==> config.mk <==
export PLATFORM = sky130hd
export DESIGN_NAME = modular_exponentiation
export DESIGN_NICKNAME = d
export VERILOG_FILES = /design/src/mexp_pkg.sv /design/src/mexp_redc.sv /design/src/modular_exponentiation.sv
export SDC_FILE = /design/constraint.sdc
export NUM_CORES = 2
export LEC_CHECK = 0
export BUFFER_PORTS_ARGS = -buffer_cell sky130_fd_sc_hd__buf_2
export CAP_MARGIN = 20
export CORE_MARGIN = 8
export CORE_UTILIZATION = 30
export CTS_BUF_LIST = sky130_fd_sc_hd__clkbuf_4 sky130_fd_sc_hd__clkbuf_8
export DETAILED_ROUTE_END_ITERATION = 10
export PLACE_DENSITY = 0.52
export RECOVER_POWER = 25
export SETUP_SLACK_MARGIN = 0.15
export SLEW_MARGIN = 20
export SYNTH_ARGS = -nofsm -noshare
export SYNTH_HDL_FRONTEND = slang
export SYNTH_HIERARCHICAL = 1
export SYNTH_SLANG_ARGS = --single-unit
==> constraint.sdc <==
create_clock -name clk -period 11.78 [get_ports clk]
set_input_delay 0.589 -clock clk [delete_from_list [all_inputs] [get_ports clk]]
set_output_delay 0.589 -clock clk [all_outputs]
set_load 0.03 [all_outputs]
==> src/mexp_pkg.sv <==
// Shared constants and types for the modular exponentiation block.
package mexp_pkg;

  // Field widths.
  localparam int MOD_W    = 31;
  localparam int BASE_W   = 63;
  localparam int EXP_W    = 63;
  localparam int EXP_BITS = 63;
  localparam int DIV_W    = 64;

  // Stream data widths, padded to whole bytes.
  localparam int S_DATA_W = 128;
  localparam int M_DATA_W = 32;

  // Modulus after reset.
  localparam logic [MOD_W-1:0] MOD_RESET = MOD_W'(1000000007);

  // Request to the shared reduction unit.
  typedef struct packed {
    logic             start;
    logic [DIV_W-1:0] dividend;
  } mexp_red_req_t;

  // Response from the shared reduction unit.
  typedef struct packed {
    logic             done;
    logic [MOD_W-1:0] rem;
  } mexp_red_rsp_t;

endpackage

==> src/mexp_redc.sv <==
// Iterative reduction unit: 64-bit dividend modulo a 31-bit modulus, two bits per cycle.
module mexp_redc
  import mexp_pkg::*;
(
  input  logic             clk,
  input  logic             rst,
  input  logic [MOD_W-1:0] modulus,
  input  mexp_red_req_t    req,
  output mexp_red_rsp_t    rsp
);

  localparam int STEPS = DIV_W / 2;
  localparam int CNT_W = $clog2(STEPS);

  logic             busy;
  logic [CNT_W-1:0] cnt;
  logic [DIV_W-1:0] dvd;
  logic [MOD_W-1:0] rem;
  logic             done;

  logic [MOD_W:0]   t1;
  logic [MOD_W:0]   t2;
  logic [MOD_W-1:0] r1;
  logic [MOD_W-1:0] rem_next;

  // Two restoring remainder steps, one for each of the next two dividend bits.
  always_comb begin
    t1 = {rem, dvd[DIV_W-1]};
    if (t1 >= {1'b0, modulus}) begin
      t1 = t1 - {1'b0, modulus};
    end
    r1 = t1[MOD_W-1:0];
    t2 = {r1, dvd[DIV_W-2]};
    if (t2 >= {1'b0, modulus}) begin
      t2 = t2 - {1'b0, modulus};
    end
    rem_next = t2[MOD_W-1:0];
  end

  // Step counter and control.
  always_ff @(posedge clk) begin
    if (rst) begin
      busy <= 1'b0;
      done <= 1'b0;
      cnt  <= '0;
    end else begin
      done <= 1'b0;
      if (req.start) begin
        busy <= 1'b1;
        cnt  <= '0;
      end else if (busy) begin
        cnt <= cnt + CNT_W'(1);
        if (cnt == CNT_W'(STEPS - 1)) begin
          busy <= 1'b0;
          done <= 1'b1;
        end
      end
    end
  end

  // Dividend shift register and partial remainder.
  always_ff @(posedge clk) begin
    if (req.start) begin
      dvd <= req.dividend;
      rem <= '0;
    end else if (busy) begin
      dvd <= {dvd[DIV_W-3:0], 2'b00};
      rem <= rem_next;
    end
  end

  assign rsp.done = done;
  assign rsp.rem  = rem;

  // The sequencer never restarts the unit while it is working.
  a_no_restart: assert property (@(posedge clk) disable iff (rst) req.start |-> !busy)
    else $error("reduction started while busy");

  // A finished remainder is always below a nonzero modulus.
  a_rem_range: assert property (@(posedge clk) disable iff (rst)
    (done && modulus != '0) |-> rem < modulus)
    else $error("remainder not reduced");

  // Completion follows a busy cycle.
  a_done_after_busy: assert property (@(posedge clk) disable iff (rst)
    done |-> $past(busy))
    else $error("done without work");

endmodule

==> src/modular_exponentiation.sv <==
// Top level: square-and-multiply sequencer around a shared multiplier and reduction unit.
//
// Usage:
// - s_tdata carries one request: base and exponent. The block takes it when
//   s_tvalid and s_tready are both high; s_tready is high only while idle.
// - m_tdata returns base to the exponent modulo the modulus, one result per request.
// - cfg_we with cfg_wdata writes the modulus; write it only while idle.
// Operation: the base is reduced first. Then each exponent bit up to the
// highest set one costs a square and, where the bit is set, a multiply;
// the square after the last set bit is skipped. Every multiply goes
// through the reduction unit (two remainder bits per cycle). Exponent zero
// or a zero modulus skip the loop: the sequencer goes to its step state
// and from there the valid result moves into the output register.
// The next request is taken once the result has moved into the output register.
// A stalled receiver holds the result in that register; the block then waits
// with its finished result before returning to idle.
// Reset clears all handshakes and sets the modulus to 1000000007.
module modular_exponentiation
  import mexp_pkg::*;
(
  input  logic                clk,
  input  logic                rst,
  input  logic                cfg_we,
  input  logic [MOD_W-1:0]    cfg_wdata,
  input  logic                s_tvalid,
  output logic                s_tready,
  input  logic [S_DATA_W-1:0] s_tdata,   // [62:0] base, [125:63] exponent, [127:126] zero
  output logic                m_tvalid,
  input  logic                m_tready,
  output logic [M_DATA_W-1:0] m_tdata    // [30:0] result, [31] zero
);

  localparam logic [2:0] ST_IDLE = 3'd0;
  localparam logic [2:0] ST_STEP = 3'd1;
  localparam logic [2:0] ST_SQ   = 3'd2;
  localparam logic [2:0] ST_MUL  = 3'd3;
  localparam logic [2:0] ST_WAIT = 3'd4;

  localparam logic [1:0] PH_BASE = 2'd0;
  localparam logic [1:0] PH_ACC  = 2'd1;
  localparam logic [1:0] PH_SQ   = 2'd2;

  logic [2:0]          state;
  logic [1:0]          phase;
  logic [MOD_W-1:0]    modulus;
  logic [EXP_BITS-1:0] e;
  logic [MOD_W-1:0]    acc;
  logic [MOD_W-1:0]    sq;
  logic [DIV_W-1:0]    prod;
  logic [MOD_W-1:0]    res;

  logic                accept;
  logic                out_free;
  logic                res_load;
  logic [BASE_W-1:0]   in_base;
  logic [EXP_BITS-1:0] in_exp;
  logic [MOD_W-1:0]    mul_a;
  logic [2*MOD_W-1:0]  mul_p;

  mexp_red_req_t       red_req;
  mexp_red_rsp_t       red_rsp;

  assign s_tready = (state == ST_IDLE);
  assign accept   = s_tvalid && s_tready;
  assign out_free = !m_tvalid || m_tready;
  assign in_base  = s_tdata[BASE_W-1:0];
  assign in_exp   = s_tdata[BASE_W +: EXP_BITS];

  // The finished result moves into the output register once it is free.
  assign res_load = (state == ST_STEP) && (e == '0) && out_free;

  // Shared multiplier: acc times sq in a multiply step, sq times sq otherwise.
  assign mul_a = (state == ST_STEP && e[0]) ? acc : sq;
  assign mul_p = mul_a * sq;

  assign red_req.start    = (state == ST_MUL);
  assign red_req.dividend = prod;

  mexp_redc u_redc (
    .clk     (clk),
    .rst     (rst),
    .modulus (modulus),
    .req     (red_req),
    .rsp     (red_rsp)
  );

  // Modulus register.
  always_ff @(posedge clk) begin
    if (rst) begin
      modulus <= MOD_RESET;
    end else if (cfg_we) begin
      modulus <= cfg_wdata;
    end
  end

  // Sequencer state and output handshake.
  always_ff @(posedge clk) begin
    if (rst) begin
      state    <= ST_IDLE;
      m_tvalid <= 1'b0;
    end else begin
      if (res_load) begin
        m_tvalid <= 1'b1;
      end else if (m_tvalid && m_tready) begin
        m_tvalid <= 1'b0;
      end
      case (state)
        ST_IDLE: begin
          if (accept) begin
            if (in_exp == '0 || modulus == '0) begin
              state <= ST_STEP;
            end else begin
              state <= ST_MUL;
            end
          end
        end
        ST_STEP: begin
          if (e == '0) begin
            if (out_free) begin
              state <= ST_IDLE;
            end
          end else begin
            state <= ST_MUL;
          end
        end
        ST_SQ:   state <= ST_MUL;
        ST_MUL:  state <= ST_WAIT;
        ST_WAIT: begin
          if (red_rsp.done) begin
            if (phase == PH_ACC && (e >> 1) != '0) begin
              state <= ST_SQ;
            end else begin
              state <= ST_STEP;
            end
          end
        end
        default: state <= ST_IDLE;
      endcase
    end
  end

  // Datapath registers.
  always_ff @(posedge clk) begin
    case (state)
      ST_IDLE: begin
        if (accept) begin
          prod  <= DIV_W'(in_base);
          phase <= PH_BASE;
          if (in_exp == '0) begin
            acc <= MOD_W'(1);
            e   <= '0;
          end else if (modulus == '0) begin
            acc <= '0;
            e   <= '0;
          end else begin
            e <= in_exp;
          end
        end
      end
      ST_STEP: begin
        if (e == '0) begin
          if (out_free) begin
            res <= acc;
          end
        end else begin
          prod  <= DIV_W'(mul_p);
          phase <= e[0] ? PH_ACC : PH_SQ;
        end
      end
      ST_SQ: begin
        prod  <= DIV_W'(mul_p);
        phase <= PH_SQ;
      end
      ST_WAIT: begin
        if (red_rsp.done) begin
          case (phase)
            PH_BASE: begin
              sq  <= red_rsp.rem;
              acc <= (modulus == MOD_W'(1)) ? '0 : MOD_W'(1);
            end
            PH_ACC: begin
              acc <= red_rsp.rem;
              if ((e >> 1) == '0) begin
                e <= '0;
              end
            end
            PH_SQ: begin
              sq <= red_rsp.rem;
              e  <= e >> 1;
            end
            default: begin
              sq <= red_rsp.rem;
            end
          endcase
        end
      end
      default: begin
        prod <= prod;
      end
    endcase
  end

  assign m_tdata = {{(M_DATA_W - MOD_W){1'b0}}, res};

  // An accepted request always leaves idle.
  a_leave_idle: assert property (@(posedge clk) disable iff (rst)
    accept |=> state != ST_IDLE)
    else $error("request accepted but sequencer stayed idle");

  // The reduction unit only finishes while the sequencer waits for it.
  a_done_in_wait: assert property (@(posedge clk) disable iff (rst)
    red_rsp.done |-> state == ST_WAIT)
    else $error("reduction finished outside wait");

  // Running values stay reduced once the loop is active.
  a_operands_reduced: assert property (@(posedge clk) disable iff (rst)
    (state == ST_SQ && modulus != '0) |-> (acc < modulus && sq < modulus))
    else $error("operand not reduced");

  // The reduction unit is started only from the multiply issue state.
  a_start_once: assert property (@(posedge clk) disable iff (rst)
    red_req.start |=> state == ST_WAIT)
    else $error("reduction start not followed by wait");

endmodule
Yosys cells after proc, flatten, opt, wreduce, memory -nomap -nowiden
Cells that the tools add are included.
- register bits after elaboration: 359
- input port bits: 164
- output and inout bits: 34
- logic and storage cells: 105
- add/subtract/negate cells: 3
- multiply operators: 1
- $lt $le $gt $ge: 2
- equal/unequal tests: 16
- muxes and demuxes: 39
- bitwise gates (word level): 2
- reductions and logical operators: 28
- operators with widths (operator ; number):
    $mux W63 ; 5
    $mux W64 ; 4
    $pmux W63 S2 ; 2
    $mux W31 ; 7
    $pmux W64 S3 ; 1
    $logic_not A63 Y1 ; 3
    $pmux W31 S2 ; 2
    $ge A32 B31 Y1 ; 2
    $reduce_bool A63 Y1 ; 1
    $mul A31 B31 Y62 ; 1
    $sub A31 B31 Y31 ; 2
    $eq A31 B1 Y1 const B ; 1
    $logic_not A31 Y1 ; 1
    $pmux W3 S5 ; 1
    $mux W3 ; 4
    $reduce_and A3 Y1 ; 4
    $mux W2 ; 5
    $reduce_and A5 Y1 ; 2
    $mux W1 ; 7
    $eq A3 B2 Y1 const B ; 2
    $logic_and A1 B1 Y1 ; 6
    $ne A3 B2 Y1 const B ; 2
    $ne A3 B3 Y1 const B ; 2
    $pmux W2 S3 ; 1
    18 further kinds ; 23

Logic depth before layout (Yosys ltp)
- depth in word-level cells: 6
- mapped depth: 35
- depth with buffers taken out: 31

Hierarchy
Netlist, hierarchy kept.
- modules (own cells, without submodules) (module ; times used ; cells each ; area each (sq um)):
    modular_exponentiation ; 1 ; 4234 ; 41350.9
    mexp_redc ; 1 ; 887 ; 8171.6

Worst setup path after synthesis
OpenSTA, ideal clock, no wires.
- path type: register -> register
- start point: reg state[0]
- end point: reg prod[61] (data pin)
- data arrival time: 8.146 ns
- data required time: 11.645 ns
- path slack: 3.499 ns
- stages on the path, launching flop included: 35
- path buffers: 4
- cells stage by stage: dfxtp_1 > clkbuf_1 > nand2b_1 > nor2_1 > nand2_1 > inv_2 > clkbuf_1 > nand2_1 > nand2_1 > clkbuf_1 > nand2_1 > fa_1 > inv_1 > fa_1 > fa_1 > inv_1 > fa_1 > inv_1 > fa_1 > fa_1 > fa_1 > inv_1 > fa_1 > inv_1 > ha_1 > clkbuf_1 > and4_1 > and3_1 > a21oi_1 > o21ai_0 > a31o_4 > a21bo_1 > a211o_1 > or4_1 > nand3_1
- word-level cells in the longest chain between the ends: 6
- ends and longest elaborated chain (what ; RTL line ; text):
    from (decl) ; modular_exponentiation.sv:43 ; logic [2:0] state;
    from (signal assigned) ; modular_exponentiation.sv:99 ; state <= ST_IDLE;
    from (signal assigned) ; modular_exponentiation.sv:111 ; state <= ST_STEP;
    from (signal assigned) ; modular_exponentiation.sv:113 ; state <= ST_MUL;
    $eq A3 B1 Y1 ; modular_exponentiation.sv:73, modular_exponentiation.sv:144 ;
    $logic_and A1 B1 Y1 ; modular_exponentiation.sv:73 ; assign mul_a = (state == ST_STEP && e[0]) ? acc : sq;
    $mux W31 ; modular_exponentiation.sv:73 ;
    $mul A31 B31 Y62 ; modular_exponentiation.sv:74 ; assign mul_p = mul_a * sq;
    $mux W64 ; modular_exponentiation.sv:161 ; if (e == '0) begin
    $pmux W64 S3 (*) ; modular_exponentiation.sv:144 ; case (state)
    to (signal assigned) ; modular_exponentiation.sv:147 ; prod <= DIV_W'(in_base);
    to (signal assigned) ; modular_exponentiation.sv:166 ; prod <= DIV_W'(mul_p);
    to (signal assigned) ; modular_exponentiation.sv:171 ; prod <= DIV_W'(mul_p);
    to (decl) ; modular_exponentiation.sv:49 ; logic [DIV_W-1:0] prod;
Every way passes the cells marked *; elsewhere a longest branch is shown, timed or not. The select of a mux whose other input is x is not followed.
A chain may end at the register's enable or synchronous reset.

Worst setup path in the final report
- start point: reg state[2]
- end point: reg prod[56] (data pin)
Same word-level chain as after synthesis.

==> impl.org <==
** STA
- Tmin final :: 10.64 ns
- For the pin with the worst max-slew slack, the measured transition is 2.453 ns.
- The number of endpoints with negative hold slack in the final report was 0.
- Sum Neg Setup Slack :: 0 ns
- Unrepaired setup endpoints after global routing :: false
- FMAX :: about 0.094 GHz
- Final Slew Violations :: ~110
- Final setup violating endpoints :: 0
- For the final database, setup skew stands at 0.06235 ns.
- In this run the tightest slew margin relative to its limit is -63.56%.
- Final Cycle Share :: 90.29%

** Global route
- For this run, global-route usage on met2 was measured as between 20 and 30%.
- Number of antenna violations at the first check in global routing :: 13
- Largest net degree at the start of global routing :: 95
- Vias in the first global route :: 38480
- Layer carrying the most global-route usage :: met2
- The first global-routing pass estimated ~230000 um of wire.
- Global routing consumed, on the met3 layer, just under 2% of the routing resources.
- Global routing used between 15 and 20% of the available tracks across all layers.
- For met1 alone, demand over resource in global routing was a little under a quarter.
- After global routing the overflow that remains totals 0.

** Detailed routing
- First drt pass iteration count :: 5
- Total length of routed wires :: roughly 150000 um
- Post-DRT Antenna Nets :: 0
- In this run, the number of DRC markers left after iteration 0 of detailed routing was between 2000 and 2500.
- Vias per cell :: approximately 5
- For this run, design rule violations remaining after detail routing come to 0.
- After detailed routing, the average wire length per cell comes to 20.37 um.
- The routed layout has about 36000 vias.

** Synth
- Compound-Gate Fraction of Synth Area :: ~8.5%
- Synthesis produced a netlist whose cell count is approximately 5100.
- Number of warning messages in the yosys log :: 6
- Of the total synthesized cell area, the portion taken by AND, OR, NAND and NOR gates is roughly 16%.
- After Yosys synthesis, XOR and XNOR cells account for ~1.9% of the synthesized area.
- Post-synth top area cell :: fa_1
- EDFF count, synth :: ~290
- Of the total synthesized cell area, the portion taken by full adders, half adders and majority gates is between 40% and 50%.
- In this run, synthesis produced a sequential element count of 358.
- Top post-synthesis cells by area :: fa_1, edfxtp_1, ha_1
- In the synthesized netlist, the cells that appear most often are fa_1, inv_1, nand2_1, and2_1, ha_1.
- Synthesized area :: between 0.04 and 0.05 mm2
- Most frequently used flop master after synthesis :: edfxtp_1
- A synthesized cell averages between 9 and 10 um2.
- Multiplexer cells account for between 2 and 3% of the synthesized area.
- Proportion of synthesized flip-flops having asynchronous set or reset :: 0%
- The synthesized design devotes to its leading area cell type 33.92% of total area.
- Yosys mapped the design onto between 80 and 90 distinct sky130hd cell types.
- Among all cell types in the netlist, the one instantiated most often is fa_1.
- Proportion of synthesized chip area in sequential cells :: between 20 and 25%
- Main combinational cell family by area after synthesis :: adder cells

** Clock network
- Max H-tree Level :: 2
- TritonCTS built the clock tree.
- CTS placed an instance of clkbuf_8 at the clock tree root.
- Clk_lat worst skew :: between 0.7 and 0.8 ns
- TritonCTS buffer count :: 60
- Post-CTS timing repair inserted 0 buffers for setup.
- Clock Pin Slew Worst Setup and Hold Paths :: 0.08 ns
- Buffer levels on the longest clock path :: 3
- Cts repair resizes :: 0
- The tree built by TritonCTS fans out to between 300 and 400 sinks.
- Number of hold-repair buffers added at the cts stage :: 0

** Setup path
- Slowest cell on crit path :: inv_1
- For this run, the slowest stage of the critical path takes 0.68 ns.
- Endpoint required time on the critical path :: ~12 ns
- Cell with the most instances on the worst path :: fa_1
- Crit path kind :: flop to flop
- The setup check on the worst reg-to-reg path leaves a slack of between 1 and 1.5 ns.
- Crit path max fanout :: 18
- Critical Path AT :: between 10 and 15 ns
- Endpoint type of the worst setup path :: flop
- Cell type group with the largest total delay on the critical path :: adder cells
- Critical path startpoint category :: flop
- Buffers and inverters on the worst path :: 8

** Floorplan
- Die height :: between 400 and 500 um
- For this design the top-level I/O count stands at 198.
- From left edge to right edge, the die measures roughly 420 um.
- Standard-cell rows :: around 150
- Area of the die :: between 0.15 and 0.2 mm2
- The initial utilization of the core area, before any placement, comes to a little under a third.
- Core Footprint :: roughly 0.16 mm2

** Min path
- Min-delay worst type :: input port to flop

** Finish
- Layout Utilization :: about 33%
- Layout overhead on the synthesized area :: 9.164%
- The final layout contains about 6500 nets.
- Finished layout cell area :: approximately 0.054 mm2
- The post-route netlist has 9.091% of its cells at a drive strength greater than 1.

** Placed design
- Detail Placement HPWL :: between 100000 and 150000 um
- The count of buffers added on input and output ports is roughly 190.
- At the end of routability-driven placement, the weighted congestion stood at between 0.8 and 0.9.
- Post-detailed-placement cell area :: ~0.053 mm2

** Status
- Outcome :: finished with violations
- The checks that failed: capacitance limit, slew limit.

** Flow run
- The tool flagged a number of max-cap violations equal to 3.
## sequential cells by signal (all words and copies together) (netlist names)
register,count
u_redc/rem,31
acc,31
prod,63
e,63
state,3
sq,31
u_redc/dvd,64
modulus,31
u_redc/done,1
u_redc/cnt,5
phase,2
m_tvalid,1
res,31
u_redc/busy,1
## cell type report
cell class / count / area, um2
antenna: 3 / 7.507
clock buffer: 87 / 1072
clock inverter: 23 / 212.7
fill: 17140 / 110400
inverter: 823 / 3089
multi-input combinational: 3643 / 35340
sequential: 358 / 10020
tap: 2189 / 2739
timing repair buffer: 280 / 1578
## metrics by stage
stage	instances	worst slack, ns	hold WS, ns
after floorplan	5122	3.499	0.4442
after global placement	7293	1.782	0.4839
after detailed placement	7293	1.819	0.4974
after CTS	7403	1.755	0.008410
after global routing	7405	0.6742	0.04769
final	7406	1.144	0.08045
## worst reg2reg max path: cells and delay by family (launching register included)
family                   cells  cell delay (ns)
buffers and inverters        8             2.29
adder cells (fa/ha/maj)      9             4.55
multiplexers                 1             0.24
AND/OR/NAND/NOR              8             1.95
flip-flops                   1             0.30
AO/OA/AOI/OAI                5             1.11
## logic make-up (layout without fill, tap and decap cells)
| logic type | Yosys count | count (layout) |
|---|---|---|
| multiplexers | 125 | 125 |
| AND/OR/NAND/NOR | 1622 | 1622 |
| XOR/XNOR | 106 | 106 |
| adder cells (fa/ha/maj) | 1158 | 1158 |
| buffers and inverters | 1121 | 1213 |
| AO/OA/AOI/OAI | 630 | 630 |
| other | 1 | 5 |
| flip-flops | 358 | 358 |
## layer usage
layer / up-vias / routed length [um]
met5: - / 0
met4: 0 / 4365
met3: 231 / 7833
met2: 1108 / 71890
met1: 18670 / 66770
li1: 16380 / -
## path summary, 6_finish.rpt
check | cells past startpoint | from | to
setup reg to reg | 31 | state[2] | prod[56]
hold / removal | 3 | cfg_wdata[20] | modulus[20]
setup / recovery | 31 | state[2] | prod[56]
hold reg to reg | 2 | u_redc/cnt[4] | u_redc/cnt[4]
## cell usage in the layout, fill, tap and decap left out, types with 35 or more instances in the layout
master	count
a21o_1	53
xor2_1	42
nor2_1	123
xnor2_1	64
buf_4	82
o21ai_0	161
and2_1	511
nand2_1	721
mux2_2	72
ha_1	319
fa_1	839
edfxtp_1	285
a21oi_1	129
clkbuf_1	35
nand4_1	37
a22o_1	62
mux2i_1	52
nor4_1	47
inv_1	823
dfxtp_1	72
clkbuf_8	67
buf_2	162
Power is left out: the tool's default activity adds up to more than one toggle a clock period on the data nets, which glitch-free logic cannot reach.
